**config.mk**
```make
export PLATFORM = sky130hd
export DESIGN_NAME = cfd_apb_regs
export DESIGN_NICKNAME = d
export VERILOG_FILES = /design/src/cfd_pkg.sv /design/src/cfd_apb_regs.sv
export SDC_FILE = /design/constraint.sdc
export NUM_CORES = 1
export LEC_CHECK = 0
export BUFFER_PORTS_ARGS = -buffer_cell sky130_fd_sc_hd__buf_2
export CORE_MARGIN = 2
export CORE_UTILIZATION = 32
export CTS_BUF_LIST = sky130_fd_sc_hd__clkbuf_4 sky130_fd_sc_hd__clkbuf_8
export CTS_CLUSTER_SIZE = 12
export DETAILED_ROUTE_END_ITERATION = 10
export GPL_ROUTABILITY_DRIVEN = 0
export MAX_ROUTING_LAYER = met4
export PLACE_DENSITY = 0.83
export SLEW_MARGIN = 20
export SYNTH_ARGS = -nofsm -noshare
export SYNTH_HDL_FRONTEND = slang
export SYNTH_SLANG_ARGS = --single-unit
```
**constraint.sdc**
```tcl
create_clock -name clk -period 0.8 [get_ports clk]
set_input_delay 0 -clock clk [delete_from_list [all_inputs] [get_ports clk]]
set_output_delay 0 -clock clk [all_outputs]
set_load 0.005 [all_outputs]
```
**src/cfd_pkg.sv**
```systemverilog
// ----------------------------------------------------------------------------
// cfd_pkg
// shared types and constants for the camera frame capture decimator
// ----------------------------------------------------------------------------
package cfd_pkg;

  // image store geometry
  localparam int IMAGE_PIXELS = 16384;
  localparam int ADDR_W       = $clog2(IMAGE_PIXELS);
  localparam int COUNT_W      = 15;
  localparam int PADDR_W      = 3;

  // item commands
  typedef enum logic [2:0] {
    CMD_SAMPLE     = 3'd0,
    CMD_READ_RISE  = 3'd1,
    CMD_READ_FALL  = 3'd2,
    CMD_PAUSE      = 3'd3,
    CMD_RESUME     = 3'd4,
    CMD_TAKE_IMAGE = 3'd5,
    CMD_READ_PIXEL = 3'd6
  } cmd_t;

  // register word indexes
  localparam logic REG_PIXEL_SKIP = 1'b0;

  // status of one item after the control stage
  typedef struct packed {
    logic               stored;
    logic               ready;
    logic               active;
    logic [COUNT_W-1:0] count;
    logic               rd_sel;
  } item_status_t;

  // store write request
  typedef struct packed {
    logic              en;
    logic [ADDR_W-1:0] addr;
    logic [7:0]        data;
  } ram_wr_t;

endpackage

```
**src/cfd_apb_regs.sv**
```systemverilog
// ----------------------------------------------------------------------------
// cfd_apb_regs
// apb register file holding the pixel skip setting
// ----------------------------------------------------------------------------
module cfd_apb_regs
  import cfd_pkg::*;
(
  input  logic               clk,
  input  logic               rst,
  input  logic               psel,
  input  logic               penable,
  input  logic               pwrite,
  input  logic [PADDR_W-1:0] paddr,
  input  logic [31:0]        pwdata,
  output logic [31:0]        prdata,
  output logic               pready,
  output logic [7:0]         pixel_skip
);

  logic wr_hit;

  // write strobe for the skip register word
  assign wr_hit = psel && penable && pwrite && (paddr[2] == REG_PIXEL_SKIP);

  always_ff @(posedge clk) begin
    if (rst) begin
      pixel_skip <= 8'd0;
    end else if (wr_hit) begin
      pixel_skip <= pwdata[7:0];
    end
  end

  // read back
  always_comb begin
    if (paddr[2] == REG_PIXEL_SKIP) begin
      prdata = {24'd0, pixel_skip};
    end else begin
      prdata = 32'd0;
    end
  end

  assign pready = 1'b1;

endmodule

```
==> run_results.csv <==
group,metric,value,unit
yosys,synth_cell_types,9,
critical_path,cpLargestDelayFamily,"flip-flops",
sta,post-route-min-period,0.8580,ns
placed_design,port_buffers,29,
critical_path,slowest_delay,0.31,ns
critical_path,crit_fanout,2,
sta,skew,0,ns
cts,insertion_delay,0.24,ns
sta,drv_slew,0,
sta,whs,0.006058,ns
power,switching_power,0.0001986,W
critical_path,arrival,0.86,ns
sta,setup_violations,8,
routing,remaining_drc_errors,0,
cts,clkTransAtPathRegs,0.05,ns
critical_path,critPathBufInv,1,
global_route,first_global_vias,450,
sta,fmaxAchievable,1.166,GHz
placed_design,dp_cells,125,
critical_path,required,0.80,ns
routing,via_count,504,
critical_path,critical_path_class,"flop to output port",
yosys,syn_area,630.6,µm²
cts,cts.path.max_buffers,2,
routing,viasPerCell,3.706,
yosys,syn_inst,70,
yosys,yosys_warnings,0,
critical_path,cpMaxStageDelayCell,"dfxtp_2",
cts,cts_hold_buf,0,
placed_design,post_dp_cell_area,715.7,µm²
sta,setup_slack,-0.05799,ns
cells_and_area,areaGrowthSynthToFinish,41.07,%
yosys,avgSynthCellArea,9.009,µm²
global_route,antenna_found_initial,0,
routing,wire_per_inst,8.515,µm
global_route,grt_use_total,0.1077,
routing,dr.pass1.iters,2,
critical_path,end_kind,"output port",
power,p_int,0.0006733,W
cells_and_area,num_antenna_cells,0,
cts,cts.htree.levels,1,
floorplan,core_area,1902,µm²
yosys,synth-seq-area-share,0.2540,
cts,cts_root_buf,"clkbuf_4",
routing,routed_wl,1158,µm
cells_and_area,final_area,889.6,µm²
cells_and_area,top_regs,"pixel_skip: 8 flops",
routing,dr.first_iter.drc_count,4,
power,p_leak,0.4743,nW
floorplan,die_w,48.39,µm
cells_and_area,drive_gt1_frac,0.5413,
floorplan,num_io_pins,81,
global_route,gr-total-overflow,0,
cells_and_area,largest_register_ffs,8,
floorplan,die_h,48.39,µm
cts,cts_tree,"done",
yosys,ys_seq_elements,8,
job,max_cap_violations,0,
sta,rsz0062_at_grt,"true",
cells_and_area,final_nets,151,
run_status,status,"complete, but fails checks",
cts,cts_num_sinks,8,
placed_design,dpl.hpwl,940.2,µm
floorplan,die-area,2342,µm²
cells_and_area,fin_cells,136,
run_status,violations,"negative setup slack",
global_route,grt_max_degree,17,
cts,numCtsBuffers,3,
critical_path,startpoint_type,"flop",
power,power_frac_clock,0.330,
floorplan,rows,16,
power,powerDensity,980.0,nW/µm²
floorplan,initial_utilization,0.3316,
sta,period_share,1.072,
power,irDropWorstVdd,949.9,µV
critical_path,path_cells,"and2b_2 -> buf_2",
power,seqPwrFrac,0.476,
routing,drt.antenna.violating_nets,0,
global_route,grt_pass1_wl,1828,µm
sta,finalHoldViolCount,0,
power,p_comb_frac,0.194,
cells_and_area,regMostFlops,"pixel_skip",
cells_and_area,nFillCells,199,
hold_path,hold_class,"primary input to flop",
power,p_sw_frac,0.2277,
## kinds of logic (layout without fill, tap and decap cells)
kind of cell           after synthesis  after routing  share of synthesized area
and+or+nand+nor                     25             25                     0.2857
DFF                                  8              8                     0.2540
other                                2             25                    0.01191
buffers and inverters               27             43                     0.3214
muxes                                8              8                     0.1270
## layer usage
layer	vias up	GRT usage	part of all wire
met3	0	0.06173	0.11
met4	0	0.01429	0
li1	246	-	-
met1	221	0.09056	0.33
met5	-	-	0
met2	37	0.2083	0.55
## worst min-delay path, delay by kind of cell
kind,cells,cell delay (ns)
buffers and inverters,1,0.09
multiplexers,1,0.06
AND/OR/NAND/NOR,1,0.06
## path summary, 6_finish.rpt
path / start / end / slack (ns) / cells after the start
max: pixel_skip[1] / prdata[1] / -0.06 / 2
min: pwdata[3] / pixel_skip[3] / 0.006 / 3
max reg2reg: pixel_skip[6] / pixel_skip[6] / 0.12 / 3
min reg2reg: pixel_skip[4] / pixel_skip[4] / 0.57 / 3
## power by group through the flow
stage | clock network, W | registers [W] | logic [W]
2_1_floorplan | 0 | 0.000422 | 0.000166
5_1_grt | 0.000328 | 0.000415 | 0.000190
3_3_place_gp | 0 | 0.000421 | 0.000135
3_5_place_dp | 0 | 0.000422 | 0.000139
4_1_cts | 0.000303 | 0.000413 | 0.000165
6_report | 0.000288 | 0.000415 | 0.000169
## final cells by class
| cell class | instances | area, µm² | area share |
|---|---|---|---|
| multi-input combinational | 58 | 354.1 | 0.3980 |
| timing repair buffer | 40 | 309.0 | 0.3474 |
| sequential | 8 | 170.2 | 0.1913 |
| tap | 27 | 33.78 | 0.03797 |
| clock buffer | 3 | 22.52 | 0.02532 |
## what timing repair did
action	4_1_cts	5_1_grt
endpoints found under the setup margin	8	16
buffers inserted	8	0
resized for setup	16	7
## cells in the final DEF, fill, tap and decap left out, drive strengths merged
master,synthesis,final
conb,2,25
clkbuf,1,3
and2b,8,8
and4b,1,1
nand2b,16,16
mux2i,8,8
buf,26,40
dfxtp,8,8
## Yosys cell counts
master / number / share of area
and2b_2: 8 / 0.11
buf_6: 1 / 0.018
mux2i_1: 8 / 0.13
dfxtp_1: 8 / 0.25
buf_4: 25 / 0.30
clkbuf_1: 1 / 0.0059
conb_1: 2 / 0.012
nand2b_1: 16 / 0.16
and4b_1: 1 / 0.016
## through the flow
| step | setup slack (ns) | utilization | setup TNS (ns) | power [W] |
|---|---|---|---|---|
| 3_5_place_dp | -0.03002 | 0.3763 | -0.07348 | 0.0005608 |
| 4_1_cts | -0.06225 | 0.4513 | -0.4589 | 0.0008812 |
| 3_3_place_gp | 0.01914 | 0.3763 | 0 | 0.0005566 |
| 5_1_grt | -0.09672 | 0.4678 | -0.8119 | 0.0009324 |
| 2_1_floorplan | 0.1908 | - | 0 | 0.0005879 |
| 6_report | -0.05799 | 0.4678 | -0.4227 | 0.0008718 |
(Power assumes the default switching activity.)
