`src/cfd_pkg.sv`:
```
// ----------------------------------------------------------------------------
// cfd_pkg
// shared types and constants for the camera frame capture decimator
// ----------------------------------------------------------------------------
package cfd_pkg;

  // image store geometry
  localparam int IMAGE_PIXELS = 16384;
  localparam int ADDR_W       = $clog2(IMAGE_PIXELS);
  localparam int COUNT_W      = 15;
  localparam int PADDR_W      = 3;

  // item commands
  typedef enum logic [2:0] {
    CMD_SAMPLE     = 3'd0,
    CMD_READ_RISE  = 3'd1,
    CMD_READ_FALL  = 3'd2,
    CMD_PAUSE      = 3'd3,
    CMD_RESUME     = 3'd4,
    CMD_TAKE_IMAGE = 3'd5,
    CMD_READ_PIXEL = 3'd6
  } cmd_t;

  // register word indexes
  localparam logic REG_PIXEL_SKIP = 1'b0;

  // status of one item after the control stage
  typedef struct packed {
    logic               stored;
    logic               ready;
    logic               active;
    logic [COUNT_W-1:0] count;
    logic               rd_sel;
  } item_status_t;

  // store write request
  typedef struct packed {
    logic              en;
    logic [ADDR_W-1:0] addr;
    logic [7:0]        data;
  } ram_wr_t;

endpackage

```
`src/cfd_ctrl.sv`:
```
// ----------------------------------------------------------------------------
// cfd_ctrl
// capture state, decimation counter and the first pipeline stage
// ----------------------------------------------------------------------------
module cfd_ctrl
  import cfd_pkg::*;
(
  input  logic         clk,
  input  logic         rst,
  input  logic         in_valid,
  output logic         in_ready,
  input  logic [2:0]   command,
  input  logic [7:0]   sample_value,
  input  logic [13:0]  pixel_index,
  input  logic [7:0]   pixel_skip,
  input  logic         s1_take,
  output logic         s1_valid,
  output item_status_t s1_status,
  output ram_wr_t      ram_wr,
  output logic         ram_rd_en,
  output logic [ADDR_W-1:0] ram_rd_addr
);

  logic [COUNT_W-1:0] write_index, write_index_next;
  logic [7:0]         skip_count, skip_count_next;
  logic               capturing, capturing_next;
  logic               ready_flag, ready_flag_next;
  logic               acquire_enabled, acquire_enabled_next;
  logic               accept;
  logic               stored;
  logic               rd_sel;
  logic               not_full;

  assign in_ready = !s1_valid || s1_take;
  assign accept   = in_valid && in_ready;
  assign not_full = 32'(write_index) < IMAGE_PIXELS;

  // next state for one item
  always_comb begin
    write_index_next     = write_index;
    skip_count_next      = skip_count;
    capturing_next       = capturing;
    ready_flag_next      = ready_flag;
    acquire_enabled_next = acquire_enabled;
    stored               = 1'b0;
    rd_sel               = 1'b0;
    case (command)
      CMD_SAMPLE: begin
        if (acquire_enabled && capturing && not_full) begin
          if (skip_count != 8'd0) begin
            skip_count_next = skip_count - 8'd1;
          end else begin
            stored           = 1'b1;
            write_index_next = write_index + COUNT_W'(1);
            skip_count_next  = pixel_skip;
          end
        end
      end
      CMD_READ_RISE: begin
        if (acquire_enabled) begin
          capturing_next   = 1'b1;
          write_index_next = '0;
          ready_flag_next  = 1'b0;
        end
      end
      CMD_READ_FALL: begin
        capturing_next = 1'b0;
        if (acquire_enabled) begin
          ready_flag_next = 1'b1;
        end
      end
      CMD_PAUSE:      acquire_enabled_next = 1'b0;
      CMD_RESUME:     acquire_enabled_next = 1'b1;
      CMD_TAKE_IMAGE: ready_flag_next = 1'b0;
      CMD_READ_PIXEL: rd_sel = 32'(pixel_index) < IMAGE_PIXELS;
      default: ;
    endcase
  end

  // store access for this item
  assign ram_wr.en    = accept && stored;
  assign ram_wr.addr  = write_index[ADDR_W-1:0];
  assign ram_wr.data  = sample_value;
  assign ram_rd_en    = accept;
  assign ram_rd_addr  = pixel_index[ADDR_W-1:0];

  // control state
  always_ff @(posedge clk) begin
    if (rst) begin
      write_index     <= '0;
      skip_count      <= 8'd0;
      capturing       <= 1'b0;
      ready_flag      <= 1'b0;
      acquire_enabled <= 1'b0;
      s1_valid        <= 1'b0;
    end else begin
      if (accept) begin
        write_index     <= write_index_next;
        skip_count      <= skip_count_next;
        capturing       <= capturing_next;
        ready_flag      <= ready_flag_next;
        acquire_enabled <= acquire_enabled_next;
        s1_valid        <= 1'b1;
      end else if (s1_take) begin
        s1_valid        <= 1'b0;
      end
    end
  end

  // stage payload, no reset needed
  always_ff @(posedge clk) begin
    if (accept) begin
      s1_status.stored <= stored;
      s1_status.ready  <= ready_flag_next;
      s1_status.active <= capturing_next;
      s1_status.count  <= write_index_next;
      s1_status.rd_sel <= rd_sel;
    end
  end

endmodule

```
`config.mk`:
```
export PLATFORM = sky130hd
export DESIGN_NAME = cfd_ctrl
export DESIGN_NICKNAME = d
export VERILOG_FILES = /design/src/cfd_pkg.sv /design/src/cfd_ctrl.sv
export SDC_FILE = /design/constraint.sdc
export NUM_CORES = 1
export LEC_CHECK = 0
export BUFFER_PORTS_ARGS = -buffer_cell sky130_fd_sc_hd__buf_4
export CAP_MARGIN = 20
export CORE_ASPECT_RATIO = 1.4
export CORE_MARGIN = 4
export CORE_UTILIZATION = 30
export CTS_CLUSTER_SIZE = 10
export DETAILED_ROUTE_END_ITERATION = 8
export PLACE_DENSITY = 0.58
export SETUP_SLACK_MARGIN = 0.5
export SLEW_MARGIN = 10
export SYNTH_ARGS = -nofsm -noshare
export SYNTH_HDL_FRONTEND = slang
export SYNTH_SLANG_ARGS = --single-unit
```
`constraint.sdc`:
```
create_clock -name clk -period 3 [get_ports clk]
set_input_delay 0.3 -clock clk [delete_from_list [all_inputs] [get_ports clk]]
set_output_delay 0.3 -clock clk [all_outputs]
set_load 0.005 [all_outputs]
```
==> flow_summary.yaml <==
worst_setup_path:
  path_buf_inv: 1
  r2r_cells: 7
  r2r_start: "skip_count[0]"
  critPathKind: "reg -> reg"
  worstPathArrival_ns: 2.58
  slowest_stage: "or3b_2"
  critPathCaptureType: "flip-flop"
  critical-path-top-delay-family: "simple AND/OR/NAND/NOR gates"
  worstPathMaxFanout: 7
  r2r_end: "write_index[13]"
  cp-start-kind: "flip-flop"
  worstSetupPathDepth: 7
  worstPathRequired_ns: 3.22
  path_cells: "inv_1 -> ha_4 -> or3b_2 -> nor3_4 -> nand3_2 -> or4_1 -> a31oi_1"
  max_stage_delay_ns: 0.50
  r2r_slack_ns: 0.64
route:
  drt_iter0_drc: 125
  wire_per_inst_microns: 16.6
  first_pass_iters: 4
  final_antenna_net_count: 0
  routed_via_density: 5.47
  vias: 2395
  routed_wl_microns: 7290
  drcViolationCount: 0
grt:
  antenna_found_initial: 0
  track_usage: 0.136
  grt_use_met3: 0.0307
  grt_pass1_vias: 2259
  grt_pass1_wl_microns: 11300
  met2_usage: 0.226
  grt_max_degree: 38
  grt.met1_usage: 0.162
  grt.busiest_layer: "met2"
  overflow: 0
cells_and_area:
  regArea_sq_um: 1110
  multi_input_area_sq_um: 1260
  fillers: 913
  syn_to_final_growth_pct: 17.5
  layout_commonest_cell: "buf_4"
  num-nets-final: 371
  stdcell_area_sq_um: 3200
  final_cell_mix: "buf_4 (60), nand2_1 (29), dfxtp_1 (27), a21oi_1 (19), edfxtp_1 (19)"
  diodes: 0
  drive_gt1_frac: 0.246
timing:
  clock_skew_ns: 0.00428
  setup_viol: 0
  slew-limit-headroom: 0.678
  min_period_ns: 2.36
  drv_slew: 0
  tightest_slew_ns: 0.480
  rsz0062_at_grt: "no"
  final_hold_viol_count: 0
  fin_tns_setup_ns: 0
  max_freq_ghz: 0.424
  fin_crit_sh: 0.786
placed_design:
  dp_hpwl_microns: 5270
  gp_congestion: 0.811
  place_area_sq_um: 2970
  io_buffers: 51
logic_synthesis:
  yosysTopAreaCell: "edfxtp_1"
  yosysSeqAreaShare: 0.407
  ys_warn_count: 0
  synth_cell_type_count: 53
  synth_edf_count: 19
  syn-cell-area_sq_um: 2730
  ys_seq_elements: 46
  yosys_most_used_dff: "dfxtp_1"
  avgSynthCellArea_sq_um: 8.63
  synth_nets: 355
  async_flop_share: 0
  synthCells: 316
  synth.top_cells.by_area: "edfxtp_1 (21%), dfxtp_1 (20%), buf_4 (9.9%)"
  yosysTopAreaCellShare: 0.209
power_and_ir_drop:
  power.leakage_nw: 1.15
  peakVddDrop_mv: 0.340
  p_per_area_nw_per_um2: 474
die:
  start_util: 0.313
  ios: 96
  core_area_sq_um: 8710
  die_x_microns: 88.6
  fp.dieH_microns: 121
  dieArea_sq_um: 10700
  rows: 40
min_path:
  worstHoldStart: "in_valid"
  hold_end: "s1_valid"
  hold_depth: 3
  min_path_type: "in -> reg"
clocking:
  clk_path_buf_depth: 2
  numCtsBuffers: 5
  tritoncts: "yes"
  cts_sinks: 46
  root_buffer: "clkbuf_16"
  path_clk_slew_ns: 0.06
  clk_latency_ns: 0.29
  cts-htree-levels: 2
  cts.hold.buffers_added: 0
run:
  max_cap_violations: 0
outcome:
  status: "completed"
## stage by stage
stage | total power, mW | worst slack, ns | instances | hold WS [ns] | util
floorplan | 0.760 | 0.797 | 316 | 0.429 | -
global placement | 0.794 | 0.652 | 428 | 0.483 | 0.341
detailed placement | 0.796 | 0.481 | 428 | 0.495 | 0.341
CTS | 1.55 | 0.523 | 436 | 0.267 | 0.364
global route | 1.57 | 0.519 | 438 | 0.292 | 0.368
finish | 1.52 | 0.641 | 438 | 0.274 | 0.368
## cell usage after synthesis (4+ instances only)
master	n
buf_4	36
nand2_1	30
dfxtp_1	27
a21oi_1	19
edfxtp_1	19
nor2_1	19
o21ai_0	16
nand3_1	15
inv_1	13
a31oi_1	12
clkbuf_1	12
nor3_1	11
nand4_1	6
or3_1	6
or4_1	6
a211oi_1	5
and3_1	5
nand4b_1	5
o311ai_0	4
## registers in the layout, indices dropped and copies added (netlist names)
register	cells
s1_status	19
capturing	1
acquire_enabled	1
ready_flag	1
s1_valid	1
write_index	15
skip_count	8
## routing by layer
metal | share of wire | wire, microns | up-vias
met5 | 0 | 0 | -
met4 | 0.027 | 195 | 0
met3 | 0.059 | 431 | 22
met2 | 0.52 | 3800 | 77
met1 | 0.39 | 2860 | 1117
li1 | - | - | 1179
## worst min-delay path: cells and delay by family
| family | cells | cell delay [ns] |
|---|---|---|
| AOI/OAI and AO/OA | 1 | 0.05 |
| buffers and inverters | 2 | 0.17 |
## kinds of logic after synthesis
logic type               synth area share
AO/OA/AOI/OAI                       0.176
flip-flops                          0.407
XOR/XNOR                          0.00321
multiplexers                       0.0115
adder cells (fa/ha/maj)           0.00917
AND/OR/NAND/NOR                     0.256
buffers and inverters               0.138
## worst max path at each step
stage,startpoint,slack (ns),to
2_1_floorplan,skip_count[0],0.80,write_index[13]
3_3_place_gp,skip_count[0],0.65,s1_status[7]
3_5_place_dp,skip_count[0],0.48,s1_status[7]
4_1_cts,skip_count[0],0.52,write_index[5]
5_1_grt,skip_count[0],0.52,write_index[13]
6_report,skip_count[0],0.64,write_index[13]
## what timing repair did
item	CTS	global route
cloned	0	0
pin swaps	0	2
buffers inserted	0	2
gates resized for setup	2	3
endpoints found under the setup margin	2	11
## power breakdown
group          leakage (nW)  internal (mW)  switching, mW  total (mW)
clock                0.0971          0.500          0.239       0.739
sequential            0.409          0.668        0.00803       0.676
combinational         0.645         0.0474         0.0580       0.105
## layout make-up
cell class	count	area share
sequential	46	0.347
clock inverter	2	0.0187
clock buffer	6	0.0433
timing repair buffer	60	0.141
tap	105	0.0410
multi-input combinational	206	0.394
inverter	13	0.0152
(Power assumes the default switching activity.)
